File: config.mk
export PLATFORM = sky130hd
export DESIGN_NAME = lpl_cfg_regs
export DESIGN_NICKNAME = d
export VERILOG_FILES = /design/src/rtl/core/lpl_pkg.sv /design/src/rtl/core/lpl_cfg_regs.sv
export SDC_FILE = /design/constraint.sdc
export NUM_CORES = 1
export LEC_CHECK = 0
export ABC_AREA = 0
export BUFFER_PORTS_ARGS = -buffer_cell sky130_fd_sc_hd__buf_2
export CORE_MARGIN = 4
export CORE_UTILIZATION = 30
export CTS_CLUSTER_DIAMETER = 200
export CTS_CLUSTER_SIZE = 28
export DETAILED_ROUTE_END_ITERATION = 8
export GPL_TIMING_DRIVEN = 0
export PLACE_DENSITY = 0.63
export SLEW_MARGIN = 5
export SYNTH_ARGS = -nofsm -noshare
export SYNTH_HDL_FRONTEND = slang
export SYNTH_SLANG_ARGS = --single-unit
export TNS_END_PERCENT = 1
File: constraint.sdc
create_clock -name i_clk -period 1.02 [get_ports i_clk]
set_input_delay 0.102 -clock i_clk [delete_from_list [all_inputs] [get_ports i_clk]]
set_output_delay 0.102 -clock i_clk [all_outputs]
set_load 0.03 [all_outputs]
File: src/rtl/core/lpl_pkg.sv
// shared types, widths and register codes of the level linearizer
`default_nettype none

package lpl_pkg;

    localparam int MEAS_W     = 48;
    localparam int FS_W       = 32;
    localparam int TOP_W      = 39;
    localparam int NUM_W      = 46;
    localparam int FILL_W     = 14;
    localparam int VOL_W      = 15;
    localparam int DAC_W      = 12;
    localparam int PT_W       = 8;
    localparam int PLO_W      = 64;
    localparam int PHI_W      = 24;
    localparam int GAIN_W     = 16;
    localparam int CFG_IDX_W  = 3;
    localparam int CFG_DATA_W = 64;
    localparam int OUT_DATA_W = 48;
    localparam int DIV_STAGES = FILL_W;

    localparam logic [FILL_W-1:0] FILL_MAX = 14'd10000;
    localparam logic [VOL_W-1:0]  VOL_MAX  = 15'd25500;

    localparam logic [FS_W-1:0]   FULL_SCALE_RST  = 32'd0;
    localparam logic [PLO_W-1:0]  POINTS_LOW_RST  = 64'h463C_3228_1E14_0A00;
    localparam logic [PHI_W-1:0]  POINTS_HIGH_RST = 24'h645A50;
    localparam logic [GAIN_W-1:0] DAC_GAIN_RST    = 16'd12409;
    localparam logic [GAIN_W-1:0] DAC_OFFSET_RST  = 16'd0;

    typedef enum logic [CFG_IDX_W-1:0] {
        REG_FULL_SCALE  = 3'd0,
        REG_POINTS_LOW  = 3'd1,
        REG_POINTS_HIGH = 3'd2,
        REG_DAC_GAIN    = 3'd3,
        REG_DAC_OFFSET  = 3'd4
    } t_reg_idx;

    typedef struct packed {
        logic [FS_W-1:0]   full_scale;
        logic [PLO_W-1:0]  points_low;
        logic [PHI_W-1:0]  points_high;
        logic [GAIN_W-1:0] dac_gain;
        logic [GAIN_W-1:0] dac_offset;
    } t_cfg;

    typedef struct packed {
        logic [FILL_W-1:0] fill;
        logic              inv;
    } t_tag;

endpackage

`default_nettype wire

File: src/rtl/core/lpl_cfg_regs.sv
// calibration and table registers behind the write port
`default_nettype none

module lpl_cfg_regs
    import lpl_pkg::*;
(
    input  wire logic                  i_clk,
    input  wire logic                  i_rst_n,
    input  wire logic                  i_cfg_we,
    input  wire logic [CFG_IDX_W-1:0]  i_cfg_index,
    input  wire logic [CFG_DATA_W-1:0] i_cfg_wdata,
    output t_cfg                       o_cfg
);

    t_cfg r_cfg;

    always_ff @(posedge i_clk) begin
        if (!i_rst_n) begin
            r_cfg.full_scale  <= FULL_SCALE_RST;
            r_cfg.points_low  <= POINTS_LOW_RST;
            r_cfg.points_high <= POINTS_HIGH_RST;
            r_cfg.dac_gain    <= DAC_GAIN_RST;
            r_cfg.dac_offset  <= DAC_OFFSET_RST;
        end else if (i_cfg_we) begin
            unique case (i_cfg_index)
                REG_FULL_SCALE:  r_cfg.full_scale  <= i_cfg_wdata[FS_W-1:0];
                REG_POINTS_LOW:  r_cfg.points_low  <= i_cfg_wdata[PLO_W-1:0];
                REG_POINTS_HIGH: r_cfg.points_high <= i_cfg_wdata[PHI_W-1:0];
                REG_DAC_GAIN:    r_cfg.dac_gain    <= i_cfg_wdata[GAIN_W-1:0];
                REG_DAC_OFFSET:  r_cfg.dac_offset  <= i_cfg_wdata[GAIN_W-1:0];
                default: ;
            endcase
        end
    end

    assign o_cfg = r_cfg;

endmodule

`default_nettype wire

; Word-level counts from Yosys, hierarchy flattened
; Cells that the tools add are included.
[totals]
regBits = 152
in_bits = 70
output_inout_bits = 152
[op_classes]
eq_ne = 4
reduce_logical = 6
[ops]
columns = operator, count
row1 = 2-bit AND reduction, 5
row2 = 3-bit by 2-bit equality test with 1-bit output (second input constant), 2
row3 = 3-bit by 1-bit equality test with 1-bit output (second input constant), 1
row4 = 3-bit equality test (second input constant), 1
row5 = 3-bit logical NOT, 1

; Logic depth before layout (Yosys ltp)
[depth]
ltp_word = 2
depth_mapped = 5
ltp_nobuf = 2

; Worst setup path before layout
; Ideal clock, no wire load.
[synth_timing]
path_kind = input to register
from = in i_cfg_index[0]
to = reg r_cfg (netlist bit o_cfg[121])
setup_time_ps = 72
arrival_ps = 919
required_time_ps = 948
setup_slack_ps = 30
cell_stages = 3
path_buffers = 1
path_cell_list = nor4b_4 buf_6 mux2i_1
[synth_between]
elab_chain_cells = 2
[synth_rtl]
columns = item, line_no
row1 = "start, declared", lpl_cfg_regs.sv:10  ; input wire logic [CFG_IDX_W-1:0] i_cfg_index,
row2 = 3-bit logical NOT, lpl_cfg_regs.sv:25  ; unique case (i_cfg_index)
row3 = 2-bit AND reduction (no line), n/a
row4 = "end, declared", lpl_cfg_regs.sv:15  ; t_cfg r_cfg;
; Every way passes these cells.
; A chain may end at the register's enable or synchronous reset.

; Final worst setup path
[layout_timing]
from = reg r_cfg (netlist bit o_cfg[71])
to = out o_cfg[71] (netlist bit)
[layout_rtl]
columns = item, line_no
row1 = "end, declared", lpl_cfg_regs.sv:12  ; output t_cfg o_cfg
; No word-level cell between the ends.

==> results.txt <==
- Peak fanout along the critical path: 2
- Port buffer count: 220
* Cell-by-cell listing of the critical path: buf_6
* Maximum number of pins on one net before global-route repair: 17
* Fmax: 0.993 GHz
* Post-route standard cell area excluding fillers: ~0.01 mm^2
- Worst hold slack after final layout: approximately 11 ps
- Grt total ovfl: 0
- Max FFs per register: 152
- The count of final max-slew check failures is 0.
- Counting the fill cells in the layout gives ~1800.
- Count of nets after finishing: 954
- Total number of H-tree levels: 4
- Proportion of layout cells with a drive suffix above 1: 49.0%
- The tool flagged a number of max-cap violations equal to 0.
- Summed negative setup slack over all endpoints: 0 ps
- Root buffer cell: clkbuf_16
- In the final layout, the multi-input gates occupy 0.00266 mm^2.
* Highest cell delay on the worst timing path: 340 ps
- Clock latency at the later pin of the worst-skew pair: 420 ps
- In this run switching power makes up between 20% and 30% of total power.
- Cell area after placement: about 0.0074 mm^2
* Number of CTS-inserted buffers: 17
* Number of antenna violations at the first check in global routing: 0
- The clock arrives with 0 ps of skew.
* Net count after synthesis: about 660
* Worst slew margin relative to its limit: 52.1%
* Total setup buffers inserted after CTS: 0
- Power density over cell area: 1480 mW/mm^2
* Yosys cell types: 14
- TritonCTS built the clock tree.
* Post-detailed-placement half-perimeter wirelength: 13900 um
- Wirelength per Cell: 17.7 um
- Number of standard cells in the final layout excluding fillers: 1161
- Setup violations remaining at the end of the flow were counted as 0.
- Cell count after synthesis: slightly below 600
- Synth Area per Inst: 10.2 um^2
- Transition time of the tightest slew-check pin: 718 ps
* Kind of path behind the tightest hold check: primary input to register
* Endpoint type of the worst setup path: output port
- Worst Path Required: 920 ps
- Dividing the detail-routed via count by the number of cells gives 4.49.
* Area Growth Syn to Fin: 62.7%
* Worst IR drop on VDD: 0.941 mV
* Number of primary I/O pins: 222
* Global placer's final weighted congestion: between 0.7 and 0.8
- Combinational Power Share: 11.0%
* Starting utilization of the core area: 30.7%
- The number of global-route vias before repair was 5526.
* Sequential cell area in the final layout: 0.00323 mm^2
- Sink Count: between 150 and 200
* Final period utilization: 98.7%
- For this run, the total global-route usage over all layers was measured as 18.2%.
* Antenna-violating nets left: 0
- Post-Place Cells: 1073
- The first global-routing pass estimated between 30000 and 40000 um of wire.
* Total number of yosys warnings: 0
- Maximum clock insertion buffer count: 2
* Critical path start-end classification: register to output port
- The worst setup path is launched from a register.
- In this run the core area contains 51 standard-cell rows.
- Horizontal die dimension: 149 um
- Worst endpoint data arrival time: roughly 900 ps
- After synthesis, flip-flops and latches occupy 50.8% of the total area.
* Setup repair after global routing missed its margin: yes
- Synthesis inferred 152 register bits.
- The die is 149 um tall.
- Ant diodes: 0
- The number of buffers and inverters on the critical path is 1.
- Clock Power Share: ~46%
* Sequential Power Share: 43.0%
* Drt first pass iters: 4
- Violation count after the first detailed-route iteration: 150
* Core outline area: 0.0195 mm^2
- The run finished with clean final reports.
- After detailed routing, the total wire length is 20600 um.
- The die covers about 0.022 mm^2.
* Internal power consumption: about 11000 uW
- Net load switching power: ~3600 uW
* Leakage power: 0.00417 uW
- Crit-path leading delay family: flip-flops
* Clock input transition at the sequential cells of the worst setup and hold paths: 70 ps
- Cell with the largest stage delay on the worst path: dfxtp_2
- For the finished layout, the period the worst path requires is 1010 ps.
* Post-synth design cell area: 0.00599 mm^2
* Final hold violation count: 0
* Final routed DRC violation total: 0
- Via count: roughly 5200
cell usage after synthesis:
master	instances	area [um^2]
nand2_1	168	631
dfxtp_1	152	3040
mux2i_1	152	1520
nor2b_1	66	413
buf_2	16	80.1
clkbuf_1	13	48.8
buf_8	6	90.1
buf_4	4	30.0
buf_6	4	45.0
and4bb_2	2	25.0
nand4bb_1	2	22.5
and4b_1	1	10.0
nand4b_1	1	8.76
nor4b_4	1	23.8
area by class of cell:
class | instances | area share (%)
clock inverters | 13 | 1.77
multi-input cells | 393 | 27.2
clock buffers | 18 | 4.50
well taps | 265 | 3.40
repair buffers | 277 | 26.9
flip-flops and latches | 152 | 33.2
plain buffers | 43 | 3.05
worst paths after layout:
kind                             endpoint  slack, ps                    start  cells after the start
hold reg to reg    o_cfg[90]$_SDFFE_PN0P_        460   o_cfg[90]$_SDFFE_PN0P_                      2
hold / removal     o_cfg[55]$_SDFFE_PN0P_         10          i_cfg_wdata[23]                      3
setup / recovery                o_cfg[71]         10   o_cfg[71]$_SDFFE_PN0P_                      1
setup reg to reg  o_cfg[106]$_SDFFE_PN1P_        320  o_cfg[106]$_SDFFE_PN1P_                      2
power groups by stage:
stage,Sequential [uW],Clock [uW],Combinational (uW)
2_1_floorplan,6520,0,502
3_3_place_gp,6260,0,1270
3_5_place_dp,6270,0,1270
4_1_cts,6190,6730,1590
5_1_grt,6200,6980,1700
6_report,6190,6610,1590
cells in the final DEF, fill, tap and decap left out, drive strengths merged:
cell type,count
clkbuf,29
and4b,1
clkinv,5
nand4bb,2
clkinvlp,3
bufinv,3
dlygate4sd3,57
dfxtp,152
nand4b,1
and4bb,2
inv,2
buf,252
mux2i,152
nor2b,66
nand2,168
nor4b,1
cell families (layout without fill, tap and decap cells):
logic type	count (synthesis)	count (layout)	share of synthesized area [%]
mux	152	152	25.4
flops	152	152	50.8
buf+inv	43	351	4.91
simple gates	241	241	18.9
what timing repair did:
action	in CTS	in global routing
hold buffers	57	0
resized for setup	444	19
endpoints found under the setup margin	159	159
endpoints found under the hold margin	87	0
per-layer routing:
metal	vias to the layer above	wire (um)	track usage, %	part of all wire (%)
met5	-	0	0	0
met4	0	339	5.08	1.6
met3	25	1310	5.68	6.4
met2	165	10200	31.9	50
met1	2499	8690	21.6	42
li1	2521	-	-	-
through the flow:
step	total power, uW	utilization, %	worst slack (ps)
after global routing	14900	49.9	-106
after global placement	7530	38.0	-413
after floorplan	7030	-	29.7
after detailed placement	7530	38.0	-461
final	14400	49.9	13.3
after CTS	14500	49.8	-30.5
(Power assumes the default switching activity.)
