`src/rtl/core/lpl_pkg.sv`:
```
// shared types, widths and register codes of the level linearizer
`default_nettype none

package lpl_pkg;

    localparam int MEAS_W     = 48;
    localparam int FS_W       = 32;
    localparam int TOP_W      = 39;
    localparam int NUM_W      = 46;
    localparam int FILL_W     = 14;
    localparam int VOL_W      = 15;
    localparam int DAC_W      = 12;
    localparam int PT_W       = 8;
    localparam int PLO_W      = 64;
    localparam int PHI_W      = 24;
    localparam int GAIN_W     = 16;
    localparam int CFG_IDX_W  = 3;
    localparam int CFG_DATA_W = 64;
    localparam int OUT_DATA_W = 48;
    localparam int DIV_STAGES = FILL_W;

    localparam logic [FILL_W-1:0] FILL_MAX = 14'd10000;
    localparam logic [VOL_W-1:0]  VOL_MAX  = 15'd25500;

    localparam logic [FS_W-1:0]   FULL_SCALE_RST  = 32'd0;
    localparam logic [PLO_W-1:0]  POINTS_LOW_RST  = 64'h463C_3228_1E14_0A00;
    localparam logic [PHI_W-1:0]  POINTS_HIGH_RST = 24'h645A50;
    localparam logic [GAIN_W-1:0] DAC_GAIN_RST    = 16'd12409;
    localparam logic [GAIN_W-1:0] DAC_OFFSET_RST  = 16'd0;

    typedef enum logic [CFG_IDX_W-1:0] {
        REG_FULL_SCALE  = 3'd0,
        REG_POINTS_LOW  = 3'd1,
        REG_POINTS_HIGH = 3'd2,
        REG_DAC_GAIN    = 3'd3,
        REG_DAC_OFFSET  = 3'd4
    } t_reg_idx;

    typedef struct packed {
        logic [FS_W-1:0]   full_scale;
        logic [PLO_W-1:0]  points_low;
        logic [PHI_W-1:0]  points_high;
        logic [GAIN_W-1:0] dac_gain;
        logic [GAIN_W-1:0] dac_offset;
    } t_cfg;

    typedef struct packed {
        logic [FILL_W-1:0] fill;
        logic              inv;
    } t_tag;

endpackage

`default_nettype wire

```
`src/rtl/core/lpl_fill_div.sv`:
```
// clamp, scale and restoring divider giving the fill in hundredths of a percent
`default_nettype none

module lpl_fill_div
    import lpl_pkg::*;
(
    input  wire logic              i_clk,
    input  wire logic              i_rst_n,
    input  wire t_cfg              i_cfg,
    input  wire logic              i_valid,
    output logic                   o_ready,
    input  wire logic [MEAS_W-1:0] i_measured,
    output logic                   o_valid,
    input  wire logic              i_ready,
    output t_tag                   o_tag
);

    localparam int NS = DIV_STAGES + 2;

    logic [NS-1:0] r_valid;
    logic [NS-1:0] w_ready;

    always_comb begin
        w_ready[NS-1] = !r_valid[NS-1] || i_ready;
        for (int s = NS - 2; s >= 0; s--) begin
            w_ready[s] = !r_valid[s] || w_ready[s+1];
        end
    end

    always_ff @(posedge i_clk) begin
        if (!i_rst_n) begin
            r_valid <= '0;
        end else begin
            if (w_ready[0]) begin
                r_valid[0] <= i_valid;
            end
            for (int s = 1; s < NS; s++) begin
                if (w_ready[s]) begin
                    r_valid[s] <= r_valid[s-1];
                end
            end
        end
    end

    // clamp to 0..full_scale*100
    logic [TOP_W-1:0]    w_top;
    logic [MEAS_W-2:0]   w_mag;
    logic [TOP_W-1:0]    n_clamp;
    logic [TOP_W-1:0]    r_clamp;
    logic                r_inv0;

    assign w_top = TOP_W'(i_cfg.full_scale) * TOP_W'(100);
    assign w_mag = i_measured[MEAS_W-2:0];

    always_comb begin
        if (i_measured[MEAS_W-1]) begin
            n_clamp = '0;
        end else if (w_mag > (MEAS_W-1)'(w_top)) begin
            n_clamp = w_top;
        end else begin
            n_clamp = w_mag[TOP_W-1:0];
        end
    end

    always_ff @(posedge i_clk) begin
        if (w_ready[0]) begin
            r_clamp <= n_clamp;
            r_inv0  <= (i_cfg.full_scale == '0);
        end
    end

    // dividend
    logic [NUM_W-1:0] r_num;
    logic             r_inv1;

    always_ff @(posedge i_clk) begin
        if (w_ready[1]) begin
            r_num  <= NUM_W'(r_clamp) * NUM_W'(100);
            r_inv1 <= r_inv0;
        end
    end

    // one quotient bit per stage, msb first
    logic [NUM_W-1:0]  r_rem  [DIV_STAGES];
    logic [FILL_W-1:0] r_quo  [DIV_STAGES];
    logic              r_dinv [DIV_STAGES];

    for (genvar j = 0; j < DIV_STAGES; j++) begin : g_div
        localparam int QB = DIV_STAGES - 1 - j;

        logic [NUM_W-1:0]  w_rin;
        logic [NUM_W-1:0]  w_sub;
        logic [FILL_W-1:0] w_qin;
        logic [FILL_W-1:0] n_quo;
        logic              w_iin;
        logic              w_ge;

        if (j == 0) begin : g_first
            assign w_rin = r_num;
            assign w_qin = '0;
            assign w_iin = r_inv1;
        end else begin : g_next
            assign w_rin = r_rem[j-1];
            assign w_qin = r_quo[j-1];
            assign w_iin = r_dinv[j-1];
        end

        assign w_sub = NUM_W'(i_cfg.full_scale) << QB;
        assign w_ge  = (w_rin >= w_sub);

        always_comb begin
            n_quo     = w_qin;
            n_quo[QB] = w_ge;
        end

        always_ff @(posedge i_clk) begin
            if (w_ready[j+2]) begin
                r_rem[j]  <= w_ge ? (w_rin - w_sub) : w_rin;
                r_quo[j]  <= n_quo;
                r_dinv[j] <= w_iin;
            end
        end
    end

    assign o_ready   = w_ready[0];
    assign o_valid   = r_valid[NS-1];
    assign o_tag.inv = r_dinv[DIV_STAGES-1];
    assign o_tag.fill = r_dinv[DIV_STAGES-1] ? '0 : r_quo[DIV_STAGES-1];

endmodule

`default_nettype wire

```
`config.mk`:
```
export PLATFORM = sky130hd
export DESIGN_NAME = lpl_fill_div
export DESIGN_NICKNAME = d
export VERILOG_FILES = /design/src/rtl/core/lpl_pkg.sv /design/src/rtl/core/lpl_fill_div.sv
export SDC_FILE = /design/constraint.sdc
export NUM_CORES = 2
export LEC_CHECK = 0
export ABC_AREA = 0
export BUFFER_PORTS_ARGS = -buffer_cell sky130_fd_sc_hd__buf_2
export CAP_MARGIN = 10
export CORE_MARGIN = 3
export CORE_UTILIZATION = 64
export CTS_CLUSTER_SIZE = 28
export DETAILED_ROUTE_END_ITERATION = 16
export PLACE_DENSITY = 0.79
export SYNTH_ARGS = -nofsm -noshare
export SYNTH_HDL_FRONTEND = slang
export SYNTH_SLANG_ARGS = --single-unit
```
`constraint.sdc`:
```
create_clock -name i_clk -period 6.5 [get_ports i_clk]
set_input_delay 0.325 -clock i_clk [delete_from_list [all_inputs] [get_ports i_clk]]
set_output_delay 0.325 -clock i_clk [all_outputs]
set_load 0.01 [all_outputs]
```
Yosys cells after proc, flatten, opt, wreduce, memory -nomap -nowiden. Memories as Yosys holds them, arrays and structs flattened. Index checks and enable logic that the tools add are counted.

Add/subtract/negate cells: 14. $mul: 2. Order comparisons: 15. Muxes and demuxes: 44. Reductions and logical operators: 34.

Operators with widths (number): $mux W46 (14); $gt A47 B39 Y1 (1); $ge A46 B32 Y1 (1); $ge A46 B33 Y1 (1); $ge A46 B34 Y1 (1); $ge A46 B35 Y1 (1); $ge A46 B36 Y1 (1); $ge A46 B37 Y1 (1); $ge A46 B38 Y1 (1); $ge A46 B39 Y1 (1); $ge A46 B40 Y1 (1); $ge A46 B41 Y1 (1); $ge A46 B42 Y1 (1); $ge A46 B43 Y1 (1); $ge A46 B44 Y1 (1); $ge A46 B45 Y1 (1); $sub A46 B32 Y46 (1); $sub A46 B33 Y46 (1); $sub A46 B34 Y46 (1); $sub A46 B35 Y46 (1); $sub A46 B36 Y46 (1); $sub A46 B37 Y46 (1); $sub A46 B38 Y46 (1); $sub A46 B39 Y46 (1); 15 further kinds (72).

Register bits: 101. RAM bits: 854. Bits of input ports: 204. Memories kept: 3.

Memory list: r_rem (words 14, width 46, read ports 13, clocked after memory_dff 0, write ports 14, RTL line lpl_fill_div.sv:84) `logic [NUM_W-1:0] r_rem [DIV_STAGES];`; r_quo (words 14, width 14, read ports 14, clocked after memory_dff 0, write ports 14, RTL line lpl_fill_div.sv:85) `logic [FILL_W-1:0] r_quo [DIV_STAGES];`; r_dinv (words 14, width 1, read ports 14, clocked after memory_dff 0, write ports 14, RTL line lpl_fill_div.sv:86) `logic r_dinv [DIV_STAGES];`.

Logic depth before layout (Yosys ltp).
Depth in word-level cells: 17. Depth in mapped cells: 29. Mapped depth without buffers: 27.

Worst setup path after synthesis. Ideal clock, no wire load.

Kind: input to register. Start point: input i_cfg[122] (netlist name). End point: register r_clamp[36] (data pin). Data arrival time: 5697 ps. Required time: 6228 ps. Setup slack: 531 ps. Stages on the path: 26. Cell sequence: inv_1 > ha_1 > ha_1 > fa_1 > ha_1 > nor2b_1 > o21a_1 > o21ai_0 > a21oi_1 > a21oi_1 > o21ai_1 > a221o_1 > a41oi_1 > nor2b_1 > xor2_1 > ha_1 > nand4_1 > nor2_1 > a211oi_1 > o211ai_1 > a21oi_1 > o21ai_1 > nand2_1 > buf_2 > nor4_1 > or4_1.

Longest elaborated chain between the ends: 3.

Ends and longest elaborated chain: start: declaration (RTL line lpl_fill_div.sv:9) `input wire t_cfg i_cfg,`; $mul A32 B5 Y37 * (RTL line lpl_fill_div.sv:52) `assign w_top = TOP_W'(i_cfg.full_scale) * TOP_W'(100);`; $gt A47 B39 Y1 (RTL line lpl_fill_div.sv:58) `end else if (w_mag > (MEAS_W-1)'(w_top)) begin`; $mux W39 * (RTL line lpl_fill_div.sv:58); end signal: assignment (RTL line lpl_fill_div.sv:67) `r_clamp <= n_clamp;`; end: declaration (RTL line lpl_fill_div.sv:49) `logic [TOP_W-1:0] r_clamp;`.

Every way passes the cells marked *; elsewhere a longest branch is shown, timed or not. A chain may end at the register's enable or synchronous reset.

Worst setup path in the final report. Ends and elaborated chain as after synthesis.

==> results.toml <==
[outcome]
status = "finished clean"

[logic_synthesis]
synth.largest_area_cell = "edfxtp_1"
synth_fa_ha_area_share_pct = 17.0
netlist_instances = 6350
synth_top_cells_by_count = "edfxtp_1, ha_1, a21oi_1"
muxShareOfSynthArea_pct = 1.78
yosys_register_bits = 793
netlist-cell-type-count = 96
syn_area_sq_mm = 0.0619
netlist.area_leader.share_pct = 37.7
mappedNetlistNets = 7349
synth_edf_count = 777
synth_warnings = 0
synthFlopType = "edfxtp_1"
synth_most_common_cell = "edfxtp_1"
synth-compound-area-share_pct = 18.7
syn_avg_cell_area_sq_um = 9.75
synth-async-reset-ratio_pct = 0
synthXorXnorAreaFrac_pct = 7.02
yosys.area_share.simple_pct = 13.3
synth_top_family_by_area = "compound AO/OA/AOI/OAI gates"
yosysSeqAreaShare_pct = 38.2
synth_area_leaders = "edfxtp_1, ha_1, a21oi_1, xnor2_1, o21ai_0"

[detailed_routing]
drt_iter0_markers = 4083
num_vias = 49200
dr.pass1.iters = 6
route.detailed.drc = 0
ant_nets = 0
wl_per_cell_microns = 21.4
totalWireLength_mm = 167
vias_per_cell = 6.32

[hold_path]
hold_class = "primary input to flop"
whs_path_depth = 3
worstHoldStart = "i_ready"
hold_end = "r_valid[15]$_SDFFE_PN0P_"

[global_routing]
grt_pass1_vias = 46900
grt_pass1_wl_mm = 258
gr-usage-all-layers_pct = 32.9
grt_max_degree = 66
antenna_found_initial = 2
grt_overflow = 0

[critical_path]
worstReg2RegStart = "r_rem[1][125]$_DFFE_PP_"
cp_slowest_stage_delay_ns = 0.76
rrSetupSlack_ns = 1.48
crit_required_ns = 6.88
start_kind = "primary input"
crit_arrival_ns = 6.44
r2r-end = "r_rem[1][179]$_DFFE_PP_"
crit_fanout = 6
r2r_cells = 12
slowest_stage = "a2111oi_0"
endpoint_kind = "flop"
critical_path_class = "primary input to flop"

[clocking]
numCtsBuffers = 86
clock_latency_ns = 0.67
postCtsSetupBuffers = 0
path_clk_slew_ns = 0.06
clock_sinks = 793
ctsResizeCount = 0
root_buffer = "clkbuf_16"
h-tree-depth = 3
clockBufferDepth = 3
cts_tree = "done"

[timing]
hold_ws_ns = 0.0366
slew_headroom_pct = 18.2
min_period_over_period_pct = 93.1
drv_slew = 0
setup_violations = 0
fin_crit_ns = 6.05
worst_pin_slew_ns = 1.21
max_freq_mhz = 165
final.setup.tns_ns = 0
hold_viol_final = 0
rsz0062_at_grt = "no"
skew_ns = 0.0270

[placement]
globalplace.congestion = 0.985
io_buffers = 100
place_hpwl_mm = 126

[floorplan]
core-area_sq_mm = 0.0954
die_area_sq_mm = 0.101
die_y_microns = 317
io-pin-count = 221
die_w_microns = 317
rows = 113
start_util_pct = 64.9

[job]
cap_violations = 0

[power]
power.leakage_nw = 29.1
ir_worst_vdd_uv = 401
power_density_mw_per_mm2 = 533

[finish]
drive_above_1_share_pct = 7.21
nets = 7456
syn_to_final_growth_pct = 7.95
[timing repair]
action	CTS	global route
setup endpoints to repair	0	0
hold endpoints to repair	2	0
hold buffers	2	0
[per-stage QoR]
stage / util, % / instances / setup WS [ns] / total power, mW / area [sq um]
5_1_grt: 70.0 / 7794 / 0.115 / 38.4 / 66800
2_1_floorplan: - / 6350 / 0.531 / 25.4 / 61900
3_5_place_dp: 67.0 / 7632 / -0.0784 / 30.3 / 64000
4_1_cts: 70.0 / 7794 / 0.582 / 35.5 / 66800
3_3_place_gp: 67.0 / 7632 / -0.0610 / 29.9 / 64000
6_report: 70.0 / 7795 / 0.447 / 35.6 / 66800
[layer usage]
metal / vias up / track usage (%) / part of all wire, %
met5: - / 0 / 0
met3: 437 / 5.06 / 7.2
li1: 23700 / - / -
met1: 23400 / 42.6 / 41
met4: 0 / 15.5 / 5.5
met2: 1711 / 54.5 / 47
[sequential cells by signal, summed over array words and instances (netlist names)]
signal,flops
r_clamp,39
r_quo,105
r_dinv,14
r_rem,573
g_div.w_iin,1
r_valid,16
r_inv0,1
g_div.w_rin,44
[report_power, final]
group	internal, mW	total, mW	switching, mW
logic	8.59	20.0	11.5
registers	9.07	10.7	1.62
clock network	2.81	4.91	2.10
[layout make-up]
cell class	instances	area (sq um)
flip-flops and latches	793	23700
clock inverters	64	591
clock buffers	96	2230
inverters	497	1870
repair buffers	175	1070
fillers	7241	28600
well taps	1265	1580
multi-input cells	4904	35800
diodes	1	2.50
[how the worst max path moves through the flow]
stage,startpoint,slack [ns],cells past startpoint,end
after global routing,i_cfg[126],0.12,25,r_clamp[36]$_SDFFCE_PP0P_
after global placement,i_cfg[122],-0.06,25,r_clamp[36]$_SDFFCE_PP0P_
after floorplan,i_cfg[122],0.53,26,r_clamp[36]$_SDFFCE_PP0P_
after detailed placement,i_cfg[122],-0.08,25,r_clamp[36]$_SDFFCE_PP0P_
after CTS,i_cfg[122],0.58,25,r_clamp[36]$_SDFFCE_PP0P_
final,i_cfg[122],0.45,25,r_clamp[36]$_SDFFCE_PP0P_
[worst max-delay path, delay by kind of cell]
kind	cells	cell delay [ns]
AO/OA/AOI/OAI	12	2.63
buffers and inverters	3	0.45
adder cells (fa/ha/maj)	5	1.72
AND/OR/NAND/NOR	4	1.07
XOR/XNOR	1	0.22
[cell families (layout without fill, tap and decap cells)]
| family | count (synthesis) | after routing |
|---|---|---|
| buf+inv | 653 | 832 |
| compound gates | 1837 | 1837 |
| mux | 101 | 101 |
| other cells | 0 | 1 |
| simple gates | 1675 | 1675 |
| xor+xnor | 496 | 496 |
| flops | 793 | 793 |
| fa+ha+maj | 795 | 795 |
[cell usage in the layout, fill, tap and decap left out, types with 28 or more instances in the layout]
| cell type | n |
|---|---|
| nor2_1 | 420 |
| nand4_1 | 97 |
| nor4_1 | 47 |
| a21o_1 | 277 |
| mux2_2 | 72 |
| a21oi_1 | 559 |
| ha_1 | 721 |
| a211oi_1 | 49 |
| inv_1 | 486 |
| o211ai_1 | 28 |
| nor3_1 | 86 |
| o31ai_1 | 36 |
| fa_1 | 74 |
| edfxtp_1 | 777 |
| nand2_1 | 459 |
| xnor2_1 | 280 |
| o21ai_0 | 426 |
| nand2b_1 | 75 |
| nor2b_1 | 109 |
| buf_4 | 73 |
| o21bai_1 | 64 |
| or2_2 | 31 |
| o21a_1 | 90 |
| and2_1 | 30 |
| or3_1 | 35 |
| a31oi_1 | 58 |
| and3_1 | 64 |
| buf_2 | 100 |
| nand3_1 | 109 |
| clkbuf_16 | 88 |
| xor2_1 | 216 |
(Power assumes the default switching activity.)
