$ cat config.mk
export PLATFORM = sky130hd
export DESIGN_NAME = lpl_interp
export DESIGN_NICKNAME = d
export VERILOG_FILES = /design/src/rtl/core/lpl_pkg.sv /design/src/rtl/core/lpl_interp.sv
export SDC_FILE = /design/constraint.sdc
export NUM_CORES = 1
export LEC_CHECK = 0
export BUFFER_PORTS_ARGS = -buffer_cell sky130_fd_sc_hd__clkbuf_2
export CAP_MARGIN = 20
export CORE_MARGIN = 2
export CORE_UTILIZATION = 49
export CTS_BUF_LIST = sky130_fd_sc_hd__clkbuf_2 sky130_fd_sc_hd__clkbuf_4 sky130_fd_sc_hd__clkbuf_8
export DETAILED_ROUTE_END_ITERATION = 6
export PLACE_DENSITY = 0.65
export SKIP_LAST_GASP = 1
export SLEW_MARGIN = 30
export SYNTH_ARGS = -nofsm -noshare
export SYNTH_HDL_FRONTEND = slang
export SYNTH_SLANG_ARGS = --single-unit
$ cat constraint.sdc
create_clock -name i_clk -period 17.6 [get_ports i_clk]
set_input_delay 3.52 -clock i_clk [delete_from_list [all_inputs] [get_ports i_clk]]
set_output_delay 3.52 -clock i_clk [all_outputs]
set_load 0.01 [all_outputs]
$ cat src/rtl/core/lpl_pkg.sv
// shared types, widths and register codes of the level linearizer
`default_nettype none

package lpl_pkg;

    localparam int MEAS_W     = 48;
    localparam int FS_W       = 32;
    localparam int TOP_W      = 39;
    localparam int NUM_W      = 46;
    localparam int FILL_W     = 14;
    localparam int VOL_W      = 15;
    localparam int DAC_W      = 12;
    localparam int PT_W       = 8;
    localparam int PLO_W      = 64;
    localparam int PHI_W      = 24;
    localparam int GAIN_W     = 16;
    localparam int CFG_IDX_W  = 3;
    localparam int CFG_DATA_W = 64;
    localparam int OUT_DATA_W = 48;
    localparam int DIV_STAGES = FILL_W;

    localparam logic [FILL_W-1:0] FILL_MAX = 14'd10000;
    localparam logic [VOL_W-1:0]  VOL_MAX  = 15'd25500;

    localparam logic [FS_W-1:0]   FULL_SCALE_RST  = 32'd0;
    localparam logic [PLO_W-1:0]  POINTS_LOW_RST  = 64'h463C_3228_1E14_0A00;
    localparam logic [PHI_W-1:0]  POINTS_HIGH_RST = 24'h645A50;
    localparam logic [GAIN_W-1:0] DAC_GAIN_RST    = 16'd12409;
    localparam logic [GAIN_W-1:0] DAC_OFFSET_RST  = 16'd0;

    typedef enum logic [CFG_IDX_W-1:0] {
        REG_FULL_SCALE  = 3'd0,
        REG_POINTS_LOW  = 3'd1,
        REG_POINTS_HIGH = 3'd2,
        REG_DAC_GAIN    = 3'd3,
        REG_DAC_OFFSET  = 3'd4
    } t_reg_idx;

    typedef struct packed {
        logic [FS_W-1:0]   full_scale;
        logic [PLO_W-1:0]  points_low;
        logic [PHI_W-1:0]  points_high;
        logic [GAIN_W-1:0] dac_gain;
        logic [GAIN_W-1:0] dac_offset;
    } t_cfg;

    typedef struct packed {
        logic [FILL_W-1:0] fill;
        logic              inv;
    } t_tag;

endpackage

`default_nettype wire

$ cat src/rtl/core/lpl_interp.sv
// piecewise-linear tank table with the segment step truncated toward zero
`default_nettype none

module lpl_interp
    import lpl_pkg::*;
(
    input  wire logic             i_clk,
    input  wire logic             i_rst_n,
    input  wire t_cfg             i_cfg,
    input  wire logic             i_valid,
    output logic                  o_ready,
    input  wire t_tag             i_tag,
    output logic                  o_valid,
    input  wire logic             i_ready,
    output t_tag                  o_tag,
    output logic [VOL_W-1:0]      o_vol
);

    localparam int NS        = 5;
    localparam int IDX_W     = 4;
    localparam int OFF_W     = 10;
    localparam int SEG_COUNT = 10;
    localparam int PROD_W    = PT_W + OFF_W;
    localparam int RCP_SH    = 22;
    localparam int RCP_W     = 19;
    localparam int RP_W      = PROD_W + RCP_W;
    localparam logic [RCP_W-1:0] RECIP10 = 19'd419431;

    function automatic logic [FILL_W-1:0] seg_base(input logic [IDX_W-1:0] idx);
        return FILL_W'(idx) * FILL_W'(1000);
    endfunction

    function automatic logic [PT_W-1:0] point_at(input t_cfg c,
                                                 input logic [IDX_W-1:0] idx);
        logic [PHI_W+PLO_W-1:0] pts;
        pts = {c.points_high, c.points_low};
        return pts[idx*PT_W +: PT_W];
    endfunction

    logic [NS-1:0] r_valid;
    logic [NS-1:0] w_ready;

    always_comb begin
        w_ready[NS-1] = !r_valid[NS-1] || i_ready;
        for (int s = NS - 2; s >= 0; s--) begin
            w_ready[s] = !r_valid[s] || w_ready[s+1];
        end
    end

    always_ff @(posedge i_clk) begin
        if (!i_rst_n) begin
            r_valid <= '0;
        end else begin
            if (w_ready[0]) begin
                r_valid[0] <= i_valid;
            end
            for (int s = 1; s < NS; s++) begin
                if (w_ready[s]) begin
                    r_valid[s] <= r_valid[s-1];
                end
            end
        end
    end

    // segment index and offset
    logic [IDX_W-1:0] n_idx;
    logic [IDX_W-1:0] r1_idx;
    logic [OFF_W-1:0] r1_off;
    logic             r1_full;
    t_tag             r1_tag;

    always_comb begin
        n_idx = '0;
        for (int k = 1; k < SEG_COUNT; k++) begin
            if (i_tag.fill >= seg_base(IDX_W'(k))) begin
                n_idx = IDX_W'(k);
            end
        end
    end

    always_ff @(posedge i_clk) begin
        if (w_ready[0]) begin
            r1_idx  <= n_idx;
            r1_off  <= OFF_W'(i_tag.fill - seg_base(n_idx));
            r1_full <= (i_tag.fill >= FILL_MAX);
            r1_tag  <= i_tag;
        end
    end

    // end points
    logic [PT_W-1:0]  w_p0;
    logic [PT_W-1:0]  w_p1;
    logic [PT_W-1:0]  r2_y0;
    logic [PT_W-1:0]  r2_mag;
    logic             r2_neg;
    logic [OFF_W-1:0] r2_off;
    t_tag             r2_tag;

    assign w_p0 = r1_full ? point_at(i_cfg, IDX_W'(SEG_COUNT)) : point_at(i_cfg, r1_idx);
    assign w_p1 = r1_full ? w_p0 : point_at(i_cfg, r1_idx + IDX_W'(1));

    always_ff @(posedge i_clk) begin
        if (w_ready[1]) begin
            r2_y0  <= w_p0;
            r2_mag <= (w_p1 >= w_p0) ? (w_p1 - w_p0) : (w_p0 - w_p1);
            r2_neg <= (w_p1 < w_p0);
            r2_off <= r1_off;
            r2_tag <= r1_tag;
        end
    end

    // rise times offset
    logic [PROD_W-1:0] r3_prod;
    logic [PT_W-1:0]   r3_y0;
    logic              r3_neg;
    t_tag              r3_tag;

    always_ff @(posedge i_clk) begin
        if (w_ready[2]) begin
            r3_prod <= PROD_W'(r2_mag) * PROD_W'(r2_off);
            r3_y0   <= r2_y0;
            r3_neg  <= r2_neg;
            r3_tag  <= r2_tag;
        end
    end

    // step = rise*off*100/1000 = rise*off/10
    logic [RP_W-1:0]  w_rp;
    logic [VOL_W-1:0] r4_step;
    logic [VOL_W-1:0] r4_base;
    logic             r4_neg;
    t_tag             r4_tag;

    assign w_rp = RP_W'(r3_prod) * RP_W'(RECIP10);

    always_ff @(posedge i_clk) begin
        if (w_ready[3]) begin
            r4_step <= w_rp[RCP_SH +: VOL_W];
            r4_base <= VOL_W'(r3_y0) * VOL_W'(100);
            r4_neg  <= r3_neg;
            r4_tag  <= r3_tag;
        end
    end

    logic [VOL_W-1:0] r5_vol;
    t_tag             r5_tag;

    always_ff @(posedge i_clk) begin
        if (w_ready[4]) begin
            r5_vol <= r4_neg ? (r4_base - r4_step) : (r4_base + r4_step);
            r5_tag <= r4_tag;
        end
    end

    assign o_ready = w_ready[0];
    assign o_valid = r_valid[NS-1];
    assign o_tag   = r5_tag;
    assign o_vol   = r5_vol;

endmodule

`default_nettype wire

Word level (Yosys, flattened, before mapping)
Index checks and enable logic that the tools add are counted.
W data, S select, Z words.

operators by class
  $add $sub $neg = 6
  multiply operators = 4
  order comparisons = 12
  shift-type cells = 2
  multiplexer cells = 13
  reduce and logical (&&, ||, !) cells = 10

operator list
  kind                      number
  $shiftx A88 B8 Y8         2
  $ge A14 B13 Y1 const B    4
  $mul A18 B19 Y37 const B  1
  $mux W4                   8
  $ge A14 B12 Y1 const B    2
  $ge A14 B14 Y1 const B    2
  $mux W8                   3
  $mul A8 B10 Y18           1
  $sub A8 B8 Y8             2
  $add A15 B15 Y15          1
  $mux W15                  1
  $sub A15 B15 Y15          1
  $ge A14 B10 Y1 const B    1
  $ge A14 B11 Y1 const B    1
  $mul A8 B5 Y13 const B    1
  $sub A10 B10 Y10          1
  $ge A8 B8 Y1              1
  $lt A8 B8 Y1              1
  $mul A4 B7 Y7 const B     1
  $logic_not A1 Y1          5
  $logic_or A1 B1 Y1        5
  $add A4 B1 Y4 const B     1
  $mux W1                   1

word-level totals
  register bits after elaboration = 193
  input bits = 171
  output and inout port bits = 32
  word-level logic and storage cells = 76

Longest topological paths before layout
  depth after elaboration = 12
  mapped depth = 23
  mapped depth without buffers = 22

Worst setup path after synthesis
No wires, ideal clock.

  path type = input-to-output
  start point = in i_ready
  end point = out o_ready
  arrival time = 4.721 ns
  data required time = 14.080 ns
  slack = 9.359 ns
  stages on the path = 3
  path buffers = 0
  path through = nor2b_1 > and3_1 > nand3_1

on the way
  cells in the longest elaborated chain, start to end = 5

RTL lines
  what                             line              RTL
  start: declaration               lpl_interp.sv:14  input wire logic i_ready,
  $logic_or A1 B1 Y1               lpl_interp.sv:44  w_ready[NS-1] = !r_valid[NS-1] || i_ready;
  $logic_or A1 B1 Y1 (4 in a row)  lpl_interp.sv:46  w_ready[s] = !r_valid[s] || w_ready[s+1];
  end: declaration                 lpl_interp.sv:11  output logic o_ready,

No other way between the ends.

Final worst setup path
Same ends and word-level chain as after synthesis.

==> results summary <==
No sink is reached through more buffers than the 2 on the longest clock path. Cells with a size suffix above 1 make up 14.31% of the layout. The post-synthesis mux area share came out at 5.910%. The count of mapped cells out of synthesis came out at 1,609. The antenna diode instance count is 0.

The number of H-tree levels came out at 4. The proportion of synthesized flip-flops having asynchronous set or reset came out at 0%. The main combinational cell family by area after synthesis is adder cells. At the worst endpoint, the arrival time is 4.55 ns. The width of the die came out at 194.7 um. The final cycle utilization of the critical path is a little under half. The synthesized netlist occupies a cell area of 0.01783 mm2. The prevailing post-synth register cell is edfxtp_1. Of all cell types, the one taking the most synthesized area is edfxtp_1.

The cell type group with the largest total delay on the critical path is simple AND/OR/NAND/NOR gates. The number of detailed-routing iterations run before antenna repair is 5. The cell area reported after detailed placement is ~0.019 mm2. The number of vias per cell after detailed routing is 5.247.

The post-synthesis share of cell area spent on and, or, nand and nor gates came out at 8.808%. Yosys printed 0 warnings. The filler cells instantiated in the layout total 3,154.

For this run, design rule violations remaining after detail routing come to 0. The tool flagged a number of max-cap violations equal to 0. The cell type with the highest occurrence count on the critical path is clkbuf_2. After the flow finishes, the layout carries non-filler instances totaling roughly 2,200. STA classifies the critical path endpoint as a primary output. Based on the critical path, the design can be clocked at up to about 120 MHz. The synthesized netlist devotes 8.240% of its cell area to compound gates. The initial standard-cell utilization of the core is 49.88%. Setup repair after global routing left no endpoint under its margin. Entering global routing, the biggest net connects 64 pins. The first global-routing pass estimated 58.13 mm of wire. By startpoint and endpoint, the worst setup path is classified as in2out.

The type of the worst min-delay path is reg2reg. The via count of the first global-routing pass was about 12,000. The count of nets left with antenna violations after detail routing is 0. The number of CTS-inserted buffers came out at 17. In the post-synthesis netlist, the biggest area contributors are edfxtp_1, fa_1, ha_1.

The height of the die is 194.7 um. The detailed router finished its first iteration with 593 violations. The count of buffers added on input and output ports is about 140. The number of rows in the core area is 69. The synthesized netlist devotes 34.94% of its cell area to adder and majority cells. The worst clock skew is 0.01995 ns. The post-DP HPWL came out at 28.60 mm. Walking the worst path, the cells encountered are clkbuf_2 -> nor2b_1 -> and3_1 -> nand3_1 -> clkbuf_2. The clock latency at the later pin of the worst-skew pair is ~0.47 ns. Setup violations remaining at the end of the flow were counted as 0. In this run, synthesis inferred ~180 flip-flops with an integrated enable. The final worst slack is roughly 9.5 ns. The placement-stage worst setup slack came out at 9.550 ns. The worst path buffer plus inverter count is 2. The run finished with clean final reports. Dividing the detail-routed wire length by the instance count gives 15.45 um. Summing all non-filler instances in the final layout gives an area of 0.01944 mm2.

The wire length after detailed routing came out at 34.22 mm. The number of different library cells in the post-synthesis netlist is 75. After synthesis, the largest area contributor takes up 30.66% of total cell area. STA classifies the critical path startpoint as a primary input.

The total count of hold-check failures in the final report was 0. The net count after synthesis is between 2,000 and 2,500. The total vias in the final route is 11,620.

Among all stages on the critical path, the largest delay is contributed by nor2b_1. Compared with the post-synthesis result, the final layout area differs by 9.026%. The count of boundary I/O pins is 203. The initial antenna violation count came out at 0. The critical-path maximum fanout is 5. The global routing usage summed across all routing layers is 18.82%. After synthesis the netlist holds a flip-flop and latch count of 187. The overflow left after global routing is 0.

The total setup buffers inserted after CTS is 0. The worst-case headroom to the max-slew limit came out at 51.07%. The CTS clock-pin slew for the worst setup and hold paths came out at 0.10 ns. The count of pins over their slew limit is 0.

The clock sink count came out at 187. Summing the sequential cell areas from Yosys gives between 30% and 40% of the chip area. In this design, the stage delay of the slowest critical-path cell is 0.37 ns. The number of buffers inserted for hold repair after clock tree synthesis came out at 0. The cell sitting at the root of the clock tree is a clkbuf_8. Once the clock tree was built, the resizer swapped 0 gates to a different size. For the pin with the worst max-slew slack, the measured transition is 0.7339 ns. The XOR/XNOR share of the synthesized area came out at 3.292%. The smallest clock period supported by the final layout is computed as 8.068 ns. The routability congestion estimate from global placement is between 0.8 and 0.9.

The area of the die came out at 0.03792 mm2. The CTS tree is done. The floorplan core area came out at approximately 0.036 mm2. The count of placed standard cells including taps is 2,183.

The setup TNS came out at 0 ns. The final-stage net count is 2,315. The mean instance size in the synthesized netlist came out at roughly 11 um2. The required time of the critical path came out at 14.08 ns.
==> metal layers <==
metal  up-vias  wire [um]  track usage, %
met5         -          0               0
met4         0        529           4.552
met3        37       1253           2.638
met2       260      17110           34.32
met1      5623      15330           23.57
li1       5701          -               -
==> final cells by class <==
type | count | area [um2] | share of cell area, %
clock buffers | 19 | 255.2 | 1.313
clock inverters | 13 | 156.4 | 0.8047
inverters | 320 | 1201 | 6.180
multi-input cells | 1067 | 10920 | 56.16
flip-flops and latches | 187 | 5565 | 28.63
well taps | 461 | 576.8 | 2.968
repair buffers | 148 | 765.7 | 3.940
==> logic make-up after synthesis <==
family | after synthesis
XOR/XNOR | 67
flip-flops | 187
AND/OR/NAND/NOR | 302
buffers and inverters | 355
AO/OA/AOI/OAI | 227
multiplexers | 68
adder cells (fa/ha/maj) | 403
==> cell usage in the layout (no fill, tap or decap), types with 7 or more instances in the layout <==
cell type,netlist,final
nand4_1,8,8
o21bai_1,8,8
xor2_1,18,18
nor3b_1,8,8
inv_1,320,320
mux2_2,17,17
o31ai_1,8,8
a21oi_1,74,74
nand2_1,65,64
or2_2,14,14
mux2i_1,22,22
nor3_1,21,21
a21o_1,23,23
and2_1,53,53
mux4_2,28,28
a31oi_1,10,10
ha_1,245,245
a211o_1,9,9
o21ai_0,35,35
nand2b_1,15,15
clkbuf_8,0,18
nor2_1,59,59
edfxtp_1,182,182
nand3_1,15,15
fa_1,158,158
buf_4,1,10
o21ai_1,7,7
a211oi_1,8,8
xnor2_1,49,49
nor2b_1,23,23
clkbuf_2,1,138
==> synth_stat cells, types with 28 or more instances <==
| master | number |
|---|---|
| inv_1 | 320 |
| ha_1 | 245 |
| edfxtp_1 | 182 |
| fa_1 | 158 |
| a21oi_1 | 74 |
| nand2_1 | 65 |
| nor2_1 | 59 |
| and2_1 | 53 |
| xnor2_1 | 49 |
| o21ai_0 | 35 |
| mux4_2 | 28 |
==> flip-flops by register name, summed over array words and instances (netlist names), 8 cells and up <==
register,cells
r3_prod,18
o_tag,15
o_vol,15
r3_tag,15
r4_step,15
r4_tag,15
r4_base,13
r1_tag,12
r2_tag,12
r1_off,10
r2_off,10
r2_mag,8
r2_y0,8
r3_y0,8
==> per-stage QoR <==
stage / utilization (%) / hold slack [ns]
after floorplan: - / 0.4003
after global placement: 53.21 / 0.4012
after detailed placement: 53.23 / 0.4045
after CTS: 54.38 / 0.4137
after global routing: 54.38 / 0.4258
final: 54.38 / 0.4115
==> worst paths after layout <==
| check | end | depth (start not counted) | slack (ns) | from |
|---|---|---|---|---|
| max | o_ready | 5 | 9.53 | i_ready |
| min | r2_tag[5] | 0 | 0.41 | r1_tag[5] |
| max reg2reg | r4_step[13] | 20 | 11.49 | r3_prod[3] |
| min reg2reg | r2_tag[5] | 0 | 0.41 | r1_tag[5] |
Power is left out: the tool's default activity adds up to more than one toggle a clock period on the data nets, which glitch-free logic cannot reach.
