### config.mk
export PLATFORM = sky130hd
export DESIGN_NAME = lpl_dac
export DESIGN_NICKNAME = d
export VERILOG_FILES = /design/src/rtl/core/lpl_pkg.sv /design/src/rtl/core/lpl_dac.sv
export SDC_FILE = /design/constraint.sdc
export NUM_CORES = 2
export LEC_CHECK = 0
export BUFFER_PORTS_ARGS = -buffer_cell sky130_fd_sc_hd__buf_2
export CAP_MARGIN = 40
export CORE_MARGIN = 3
export CORE_UTILIZATION = 69
export DETAILED_ROUTE_END_ITERATION = 8
export PLACE_DENSITY = 0.89
export SLEW_MARGIN = 5
export SYNTH_ARGS = -nofsm -noshare
export SYNTH_HDL_FRONTEND = slang
export SYNTH_SLANG_ARGS = --single-unit
### constraint.sdc
create_clock -name i_clk -period 13.15 [get_ports i_clk]
set_input_delay 1.9725 -clock i_clk [delete_from_list [all_inputs] [get_ports i_clk]]
set_output_delay 1.9725 -clock i_clk [all_outputs]
set_load 0.01 [all_outputs]
### src/rtl/core/lpl_pkg.sv
// shared types, widths and register codes of the level linearizer
`default_nettype none

package lpl_pkg;

    localparam int MEAS_W     = 48;
    localparam int FS_W       = 32;
    localparam int TOP_W      = 39;
    localparam int NUM_W      = 46;
    localparam int FILL_W     = 14;
    localparam int VOL_W      = 15;
    localparam int DAC_W      = 12;
    localparam int PT_W       = 8;
    localparam int PLO_W      = 64;
    localparam int PHI_W      = 24;
    localparam int GAIN_W     = 16;
    localparam int CFG_IDX_W  = 3;
    localparam int CFG_DATA_W = 64;
    localparam int OUT_DATA_W = 48;
    localparam int DIV_STAGES = FILL_W;

    localparam logic [FILL_W-1:0] FILL_MAX = 14'd10000;
    localparam logic [VOL_W-1:0]  VOL_MAX  = 15'd25500;

    localparam logic [FS_W-1:0]   FULL_SCALE_RST  = 32'd0;
    localparam logic [PLO_W-1:0]  POINTS_LOW_RST  = 64'h463C_3228_1E14_0A00;
    localparam logic [PHI_W-1:0]  POINTS_HIGH_RST = 24'h645A50;
    localparam logic [GAIN_W-1:0] DAC_GAIN_RST    = 16'd12409;
    localparam logic [GAIN_W-1:0] DAC_OFFSET_RST  = 16'd0;

    typedef enum logic [CFG_IDX_W-1:0] {
        REG_FULL_SCALE  = 3'd0,
        REG_POINTS_LOW  = 3'd1,
        REG_POINTS_HIGH = 3'd2,
        REG_DAC_GAIN    = 3'd3,
        REG_DAC_OFFSET  = 3'd4
    } t_reg_idx;

    typedef struct packed {
        logic [FS_W-1:0]   full_scale;
        logic [PLO_W-1:0]  points_low;
        logic [PHI_W-1:0]  points_high;
        logic [GAIN_W-1:0] dac_gain;
        logic [GAIN_W-1:0] dac_offset;
    } t_cfg;

    typedef struct packed {
        logic [FILL_W-1:0] fill;
        logic              inv;
    } t_tag;

endpackage

`default_nettype wire

### src/rtl/core/lpl_dac.sv
// millivolt figure and calibrated dac code, last stage is the output register
`default_nettype none

module lpl_dac
    import lpl_pkg::*;
(
    input  wire logic             i_clk,
    input  wire logic             i_rst_n,
    input  wire t_cfg             i_cfg,
    input  wire logic             i_valid,
    output logic                  o_ready,
    input  wire t_tag             i_tag,
    input  wire logic [VOL_W-1:0] i_vol,
    output logic                  o_valid,
    input  wire logic             i_ready,
    output t_tag                  o_tag,
    output logic [VOL_W-1:0]      o_vol,
    output logic [DAC_W-1:0]      o_code
);

    localparam int NS      = 4;
    localparam int V4_W    = VOL_W + 2;
    localparam int T_W     = 2 * V4_W;
    localparam int T_SH    = 20;
    localparam int VOLT_W  = 14;
    localparam int X_W     = 30;
    localparam int M_W     = 31;
    localparam int P_W     = X_W + M_W;
    localparam int Q_SH    = 44;
    localparam logic [V4_W-1:0] RECIP10  = 17'd104858;
    localparam logic [M_W-1:0]  RECIP10K = 31'd1759218605;

    logic [NS-1:0] r_valid;
    logic [NS-1:0] w_ready;

    always_comb begin
        w_ready[NS-1] = !r_valid[NS-1] || i_ready;
        for (int s = NS - 2; s >= 0; s--) begin
            w_ready[s] = !r_valid[s] || w_ready[s+1];
        end
    end

    always_ff @(posedge i_clk) begin
        if (!i_rst_n) begin
            r_valid <= '0;
        end else begin
            if (w_ready[0]) begin
                r_valid[0] <= i_valid;
            end
            for (int s = 1; s < NS; s++) begin
                if (w_ready[s]) begin
                    r_valid[s] <= r_valid[s-1];
                end
            end
        end
    end

    // 4*volume / 10
    logic [T_W-1:0]   r1_t;
    logic [VOL_W-1:0] r1_vol;
    t_tag             r1_tag;

    always_ff @(posedge i_clk) begin
        if (w_ready[0]) begin
            r1_t   <= T_W'({i_vol, 2'b00}) * T_W'(RECIP10);
            r1_vol <= i_vol;
            r1_tag <= i_tag;
        end
    end

    logic [VOLT_W-1:0] r2_volt;
    logic [VOL_W-1:0]  r2_vol;
    t_tag              r2_tag;

    always_ff @(posedge i_clk) begin
        if (w_ready[1]) begin
            r2_volt <= r1_t[T_SH +: VOLT_W] + VOLT_W'(500);
            r2_vol  <= r1_vol;
            r2_tag  <= r1_tag;
        end
    end

    logic [X_W-1:0]   r3_x;
    logic [VOL_W-1:0] r3_vol;
    t_tag             r3_tag;

    always_ff @(posedge i_clk) begin
        if (w_ready[2]) begin
            r3_x   <= X_W'(r2_volt) * X_W'(i_cfg.dac_gain) + X_W'(i_cfg.dac_offset);
            r3_vol <= r2_vol;
            r3_tag <= r2_tag;
        end
    end

    // divide by 10000, keep the low bits of the quotient
    logic [P_W-1:0]   w_p;
    logic [DAC_W-1:0] r4_code;
    logic [VOL_W-1:0] r4_vol;
    t_tag             r4_tag;

    assign w_p = P_W'(r3_x) * P_W'(RECIP10K);

    always_ff @(posedge i_clk) begin
        if (w_ready[3]) begin
            r4_code <= w_p[Q_SH +: DAC_W];
            r4_vol  <= r3_vol;
            r4_tag  <= r3_tag;
        end
    end

    assign o_ready = w_ready[0];
    assign o_valid = r_valid[NS-1];
    assign o_tag   = r4_tag;
    assign o_vol   = r4_vol;
    assign o_code  = r4_code;

endmodule

`default_nettype wire
---- Word level (Yosys, flattened, before mapping) ----
Index checks and enable logic that the tools add are counted.
operators by class
  add/sub/neg operators ................... 2
  multipliers ............................. 3
  divide/modulo/power cells ............... 0
  magnitude comparators ................... 0
  equality and inequality tests ........... 0
  shift-type cells ........................ 0
  muxes and demuxes ....................... 0
  bitwise gates (word level) .............. 0
  reductions and logical operators ........ 8
operators by type and width
  operator                                              count
  multiplier 30 x 31 -> 56 bit (second input constant)  1
  multiplier 15 x 16 -> 31 bit (second input constant)  1
  adder 30 x 16 -> 30 bit                               1
  multiplier 14 x 16 -> 30 bit                          1
  adder 14 x 9 -> 14 bit (second input constant)        1
  logical NOT 1 bit                                     4
  logical OR 1 bit                                      4
storage, ports and cells
  register bits ........................... 211
  bits in latches ......................... 0
  memory bits (writable) .................. 0
  memory bits (read-only) ................. 0
  input port bits ......................... 186
  output and inout port bits .............. 44
  word-level logic and storage cells ...... 33
  memories kept ........................... 0

---- Depth between registers and ports, before layout ----
  word-level depth ........................ 5
  gate-level depth with buffers ........... 27
  gate-level depth less buffers ........... 26

---- Worst setup path before layout ----
No wires, ideal clock.
  path type ............................... input port to flip-flop
  start point ............................. input i_cfg[25] in the netlist's numbering
  end point ............................... register r3_x[28], data pin
  library setup time ...................... 0.264 ns
  arrival time ............................ 7.177 ns
  required time ........................... 12.886 ns
  setup slack ............................. 5.709 ns
  stages on the path ...................... 19
  path buffers ............................ 1
  cell sequence ........................... clkbuf_1 nand2_1 fa_1 inv_1 fa_1 fa_1 inv_1 fa_1 fa_1 fa_1 inv_1 ha_1 a21o_1 a2111oi_2 o2111ai_1 a211oi_1 o21bai_1 a221oi_1 xnor2_1
on the way
  cells in the longest elaborated chain, start to end .. 2
ends and longest elaborated chain
  element                       line           RTL
  start, declared               lpl_dac.sv:9   input wire t_cfg i_cfg,
  multiplier 14 x 16 -> 30 bit  lpl_dac.sv:89  r3_x <= X_W'(r2_volt) * X_W'(i_cfg.dac_gain) + X_W'(i_cfg.dac_offset);
  adder 30 x 16 -> 30 bit       lpl_dac.sv:89
  end signal, assigned          lpl_dac.sv:89
  end, declared                 lpl_dac.sv:83  logic [X_W-1:0] r3_x;
Every way passes these cells.
A chain may end at the register's enable or synchronous reset.

---- Final worst setup path ----
  start point ............................. register r3_x[10]
  end point ............................... register r4_code[4] (netlist: o_code[4]), data pin
on the way
  cells in the longest elaborated chain, start to end .. 1
ends and longest elaborated chain
  element                       line            RTL
  multiplier 30 x 31 -> 56 bit  lpl_dac.sv:101  assign w_p = P_W'(r3_x) * P_W'(RECIP10K);
  named net w_p[48]             lpl_dac.sv:96   logic [P_W-1:0] w_p;
  end signal, assigned          lpl_dac.sv:105  r4_code <= w_p[Q_SH +: DAC_W];
  end, declared                 lpl_dac.sv:97   logic [DAC_W-1:0] r4_code;
The timed path passes the listed nets, and every way through them passes these cells.

==> results.md <==
- Dividing the detail-routed via count by the number of cells gives between 5 and 6.
- In this run the worst setup path begins at r3_x[10]$_DFFE_PP_.
- The first-pass GRT wire length is between 100000 and 150000 µm.
- After global routing the overflow that remains totals 0.
- The count of port buffers added during placement is 109.
- Of the total synthesized cell area, the portion taken by full adders, half adders and majority gates is approximately 59%.
- The number of flops mapped to enable cells by yosys is 190.
- The post-cts repair resize count is 0.
- The part of the Yosys area used for sequential elements is 17.6%.
- The clock-pin transition on the worst setup and hold timing paths is 0.07 ns.
- Dividing the synthesized area by the synthesized cell count gives 10.9 µm².
- Based on the critical path, the design can be clocked at up to ~120 MHz.
- The die outline width is approximately 220 µm.
- For this run, the slowest stage of the critical path takes 0.55 ns.
- The number of different library cells in the post-synthesis netlist is 66.
- The via count of the first global-routing pass is ~24000.
- Of the available clock period, the critical path in the final layout requires between 60% and 70%.
- The worst-case clock skew is approximately 0.023 ns.
- After filler insertion, the fill cell instance count of the layout stands at 3141.
- The run finished with clean final reports.
- The detailed router finished its first iteration with roughly 1500 violations.
- The standard cell area after detailed placement is approximately 34000 µm².
- Broken down by cell family, the worst path's largest delay share belongs to adder cells.
- The CTS tree is done.
- Setup slack closes at 4.94 ns.
- The max-capacitance violation count is 0.
- For this design, the slowest cell found on the critical path is fa_1.
- The wire length per cell after detailed routing is between 20 and 25 µm.
- In this run the core area contains slightly below 80 standard-cell rows.
- The flip-flop and latch count after synthesis is between 150 and 200.
- Entering global routing, the biggest net connects between 50 and 60 pins.
- From synthesis to final layout, the design area changed by 5.32%.
- After synthesis, the largest family of logic cells by area is adder cells.
- The accumulated negative setup slack is 0 ns.
- The hold path startpoint is r2_vol[9]$_DFFE_PP_.
- Routability-driven placement finished with a final weighted congestion of ~1.0.
- The top flip-flop cell by instance count after synthesis is edfxtp_1.
- After floorplanning, the core was sized to cover around 47000 µm².
- The number of nets in the synthesized netlist is 4361.
- The synthesized area is between 30000 and 40000 µm².
- The clock root buffer is clkbuf_16.
- Of the post-synthesis cell area, the part taken by muxes is 0%.
- The buffer levels on the longest clock path is 2.
- The hold violation total from the final report was 0.
- The buffers inserted during post-CTS setup optimization is 0.
- The die footprint is a little over 50000 µm².
- The clock period minus final worst setup slack is just over 8 ns.
- The worst register-to-register path begins at r3_x[10]$_DFFE_PP_.
- The number of warnings issued by yosys is 0.
- Detailed placement ended at an HPWL of roughly 70000 µm.
- Synthesis produced a netlist whose cell count is approximately 3000.
- The remaining max-slew budget at the tightest pin is a little under half.
- The data arrival time of the critical path is 8.43 ns.
- The register-to-register path setup slack is approximately 5 ns.
- The tightest min-delay check is of the register to register type.
- The area fraction in and, or, nand and nor cells after synthesis is under 10%.
- The worst setup path is captured at a register.
- From bottom edge to top edge, the die measures between 200 and 250 µm.
- The number of pins with negative max-slew slack in the final report is 0.
- The worst setup path is launched from a register.
- After routing the design area is 34700 µm².
- Counting both buffers and inverters, the worst setup path holds a total of 6.
- Along the worst path, the maximum fanout reaches 7.
- The area share of xor/xnor cells in the synthesized design is ~1.9%.
- The I/O pin count is 230.
- Timing analysis after detailed placement gives a worst setup slack of 5.05 ns.
- The synthesized netlist devotes under 10% of its cell area to compound gates.
- Once detail routing completed, the nets flagged for antenna violations numbered 0.
- The number of clock buffers inserted by TritonCTS is 17.
- The async set-reset flop share out of synthesis is 0%.
- The clock net in this run drives a total of 194 sinks.
- STA puts the critical path data required time at around 13 ns.
- The final cell utilization of the core is roughly three quarters.
- The total routed wirelength is ~80000 µm.
- The count of H-tree levels built during CTS is 4.
- The initial antenna violation count was 4.
- The net count of the finished layout is 4452.
- The critical path in this run is classified as register to register.
- Across every metal layer, demand over resource in global routing totals between 30% and 40%.
- The clock reaches the later pin of the worst-skew pair after approximately 0.47 ns.
- Once the floorplan was initialized, standard cells occupied roughly 70% of the core.
- The count of final setup violators is 0.
- For this run, design rule violations remaining after detail routing come to 0.
- The final route contains between 20000 and 25000 vias.
- The share of post-route cells with drive strength above 1 is around 5.4%.
- At the pin with the least slew margin, the transition time is a little over 0.8 ns.
- Traced cell by cell, the critical path runs through inv_1 > ha_1 > xor2_1 > inv_1 > ha_1 > inv_1 > fa_1 > fa_1 > inv_1 > fa_1 > fa_1 > fa_1 > inv_1 > fa_1 > inv_1 > ha_1 > and4_1 > and3_4 > nand3_1 > or4_1 > a21oi_1 > or3_1 > a41oi_2 > xnor2_1.
- For this run, the detailed router's first-pass iteration total came to 7.
- The quantity of hold-fixing buffers added after cts is 0.
- Setup repair after global routing left no endpoint under its margin.
==> placed cells by master, fill, tap and decap left out, types with 3 or more instances in the layout <==
cell / n
a21oi_1: 83
a221o_1: 4
xnor2_1: 41
dfxtp_1: 4
and4_1: 3
nand4_1: 13
o21ai_1: 16
a211o_1: 3
a211oi_1: 12
a21o_1: 39
buf_4: 4
o21a_1: 16
and3_1: 10
nor2_1: 39
o211ai_1: 9
clkbuf_16: 17
clkinv_8: 3
or3_1: 8
nand2b_1: 7
and2_1: 81
or2_2: 7
buf_2: 109
xor2_1: 29
clkinvlp_4: 4
nor2b_1: 11
nor3_1: 14
edfxtp_1: 190
nand2_1: 192
o31ai_1: 6
inv_8: 4
fa_1: 644
nand3_1: 25
a31oi_1: 8
inv_1: 867
o21ai_0: 36
ha_1: 513
o21bai_1: 6
==> path summary, 6_finish.rpt <==
path,depth (start not counted),endpoint
hold / removal,0,r3_vol[9]$_DFFE_PP_
hold reg to reg,0,r3_vol[9]$_DFFE_PP_
setup / recovery,24,o_code[4]$_DFFE_PP_
setup reg to reg,24,o_code[4]$_DFFE_PP_
==> layout make-up <==
type	instances	area [µm²]	share of cell area (%)
antenna	2	5.00	0.0144
sequential	194	5790	16.7
timing repair buffer	113	576	1.66
multi-input combinational	1916	23700	68.4
clock inverter	14	171	0.494
inverter	867	3250	9.38
tap	607	759	2.19
clock buffer	18	429	1.24
==> kinds of logic (layout without fill, tap and decap cells) <==
family,after synthesis,after routing
fa+ha+maj,1157,1157
compound gates,266,266
flops,194,194
simple gates,423,423
xor+xnor,70,70
buf+inv,908,1012
other cells,0,2
==> synth_stat cells, types with 2 or more instances <==
cell / instances / area, µm²
inv_1: 867 / 3250
fa_1: 644 / 12900
ha_1: 513 / 6420
nand2_1: 194 / 728
edfxtp_1: 190 / 5710
a21oi_1: 83 / 415
and2_1: 81 / 507
xnor2_1: 41 / 359
a21o_1: 39 / 293
nor2_1: 39 / 146
clkbuf_1: 36 / 135
o21ai_0: 36 / 180
xor2_1: 29 / 254
nand3_1: 25 / 125
o21a_1: 16 / 120
o21ai_1: 16 / 80.1
nor3_1: 14 / 70.1
nand4_1: 13 / 81.3
a211oi_1: 12 / 90.1
nor2b_1: 11 / 68.8
and3_1: 10 / 62.6
o211ai_1: 9 / 67.6
a31oi_1: 8 / 50.1
or3_1: 8 / 50.1
nand2b_1: 7 / 43.8
or2_2: 7 / 43.8
o21bai_1: 6 / 45.0
o31ai_1: 6 / 45.0
a221o_1: 4 / 40.0
dfxtp_1: 4 / 80.1
a211o_1: 3 / 26.3
and4_1: 3 / 26.3
a2111o_1: 2 / 22.5
a2111oi_0: 2 / 17.5
a2111oi_2: 2 / 30.0
a21boi_0: 2 / 15.0
and3_4: 2 / 22.5
buf_6: 2 / 22.5
clkbuf_8: 2 / 27.5
o211a_1: 2 / 20.0
o221ai_1: 2 / 17.5
or4_1: 2 / 15.0
==> flip-flops by register name, indices dropped and copies added, names as in the netlist <==
signal / count
r2_vol: 15
o_vol: 15
r1_t: 14
r3_vol: 15
r2_volt: 14
r2_tag: 15
r1_tag: 15
o_tag: 15
r3_x: 30
r_valid: 4
o_code: 12
r3_tag: 15
r1_vol: 15
==> stage by stage <==
step	hold WS [ns]	cells
after floorplan	0.400	3018
after global placement	0.401	3697
after detailed placement	0.405	3697
after CTS	0.411	3729
after global routing	0.425	3730
final	0.415	3731
==> worst reg2reg max path, cell delays in order (launching register included) <==
cell      delay, ns
edfxtp_1       0.52
inv_1          0.18
ha_1           0.40
xor2_1         0.39
inv_1          0.19
ha_1           0.32
inv_1          0.07
fa_1           0.46
fa_1           0.55
inv_1          0.06
fa_1           0.55
fa_1           0.43
fa_1           0.54
inv_1          0.07
fa_1           0.48
inv_1          0.05
ha_1           0.31
and4_1         0.32
and3_4         0.24
nand3_1        0.15
or4_1          0.52
a21oi_1        0.34
or3_1          0.34
a41oi_2        0.17
xnor2_1        0.36
==> routing by layer <==
| layer | global-route usage [%] | vias up | part of all wire (%) |
|---|---|---|---|
| li1 | - | 9535 | - |
| met1 | 44.5 | 11200 | 38 |
| met2 | 60.0 | 971 | 50 |
| met3 | 6.29 | 213 | 7.6 |
| met4 | 10.8 | 2 | 3.8 |
| met5 | 0 | - | 0.021 |
Power is left out: the tool's default activity adds up to more than one toggle a clock period on the data nets, which glitch-free logic cannot reach.
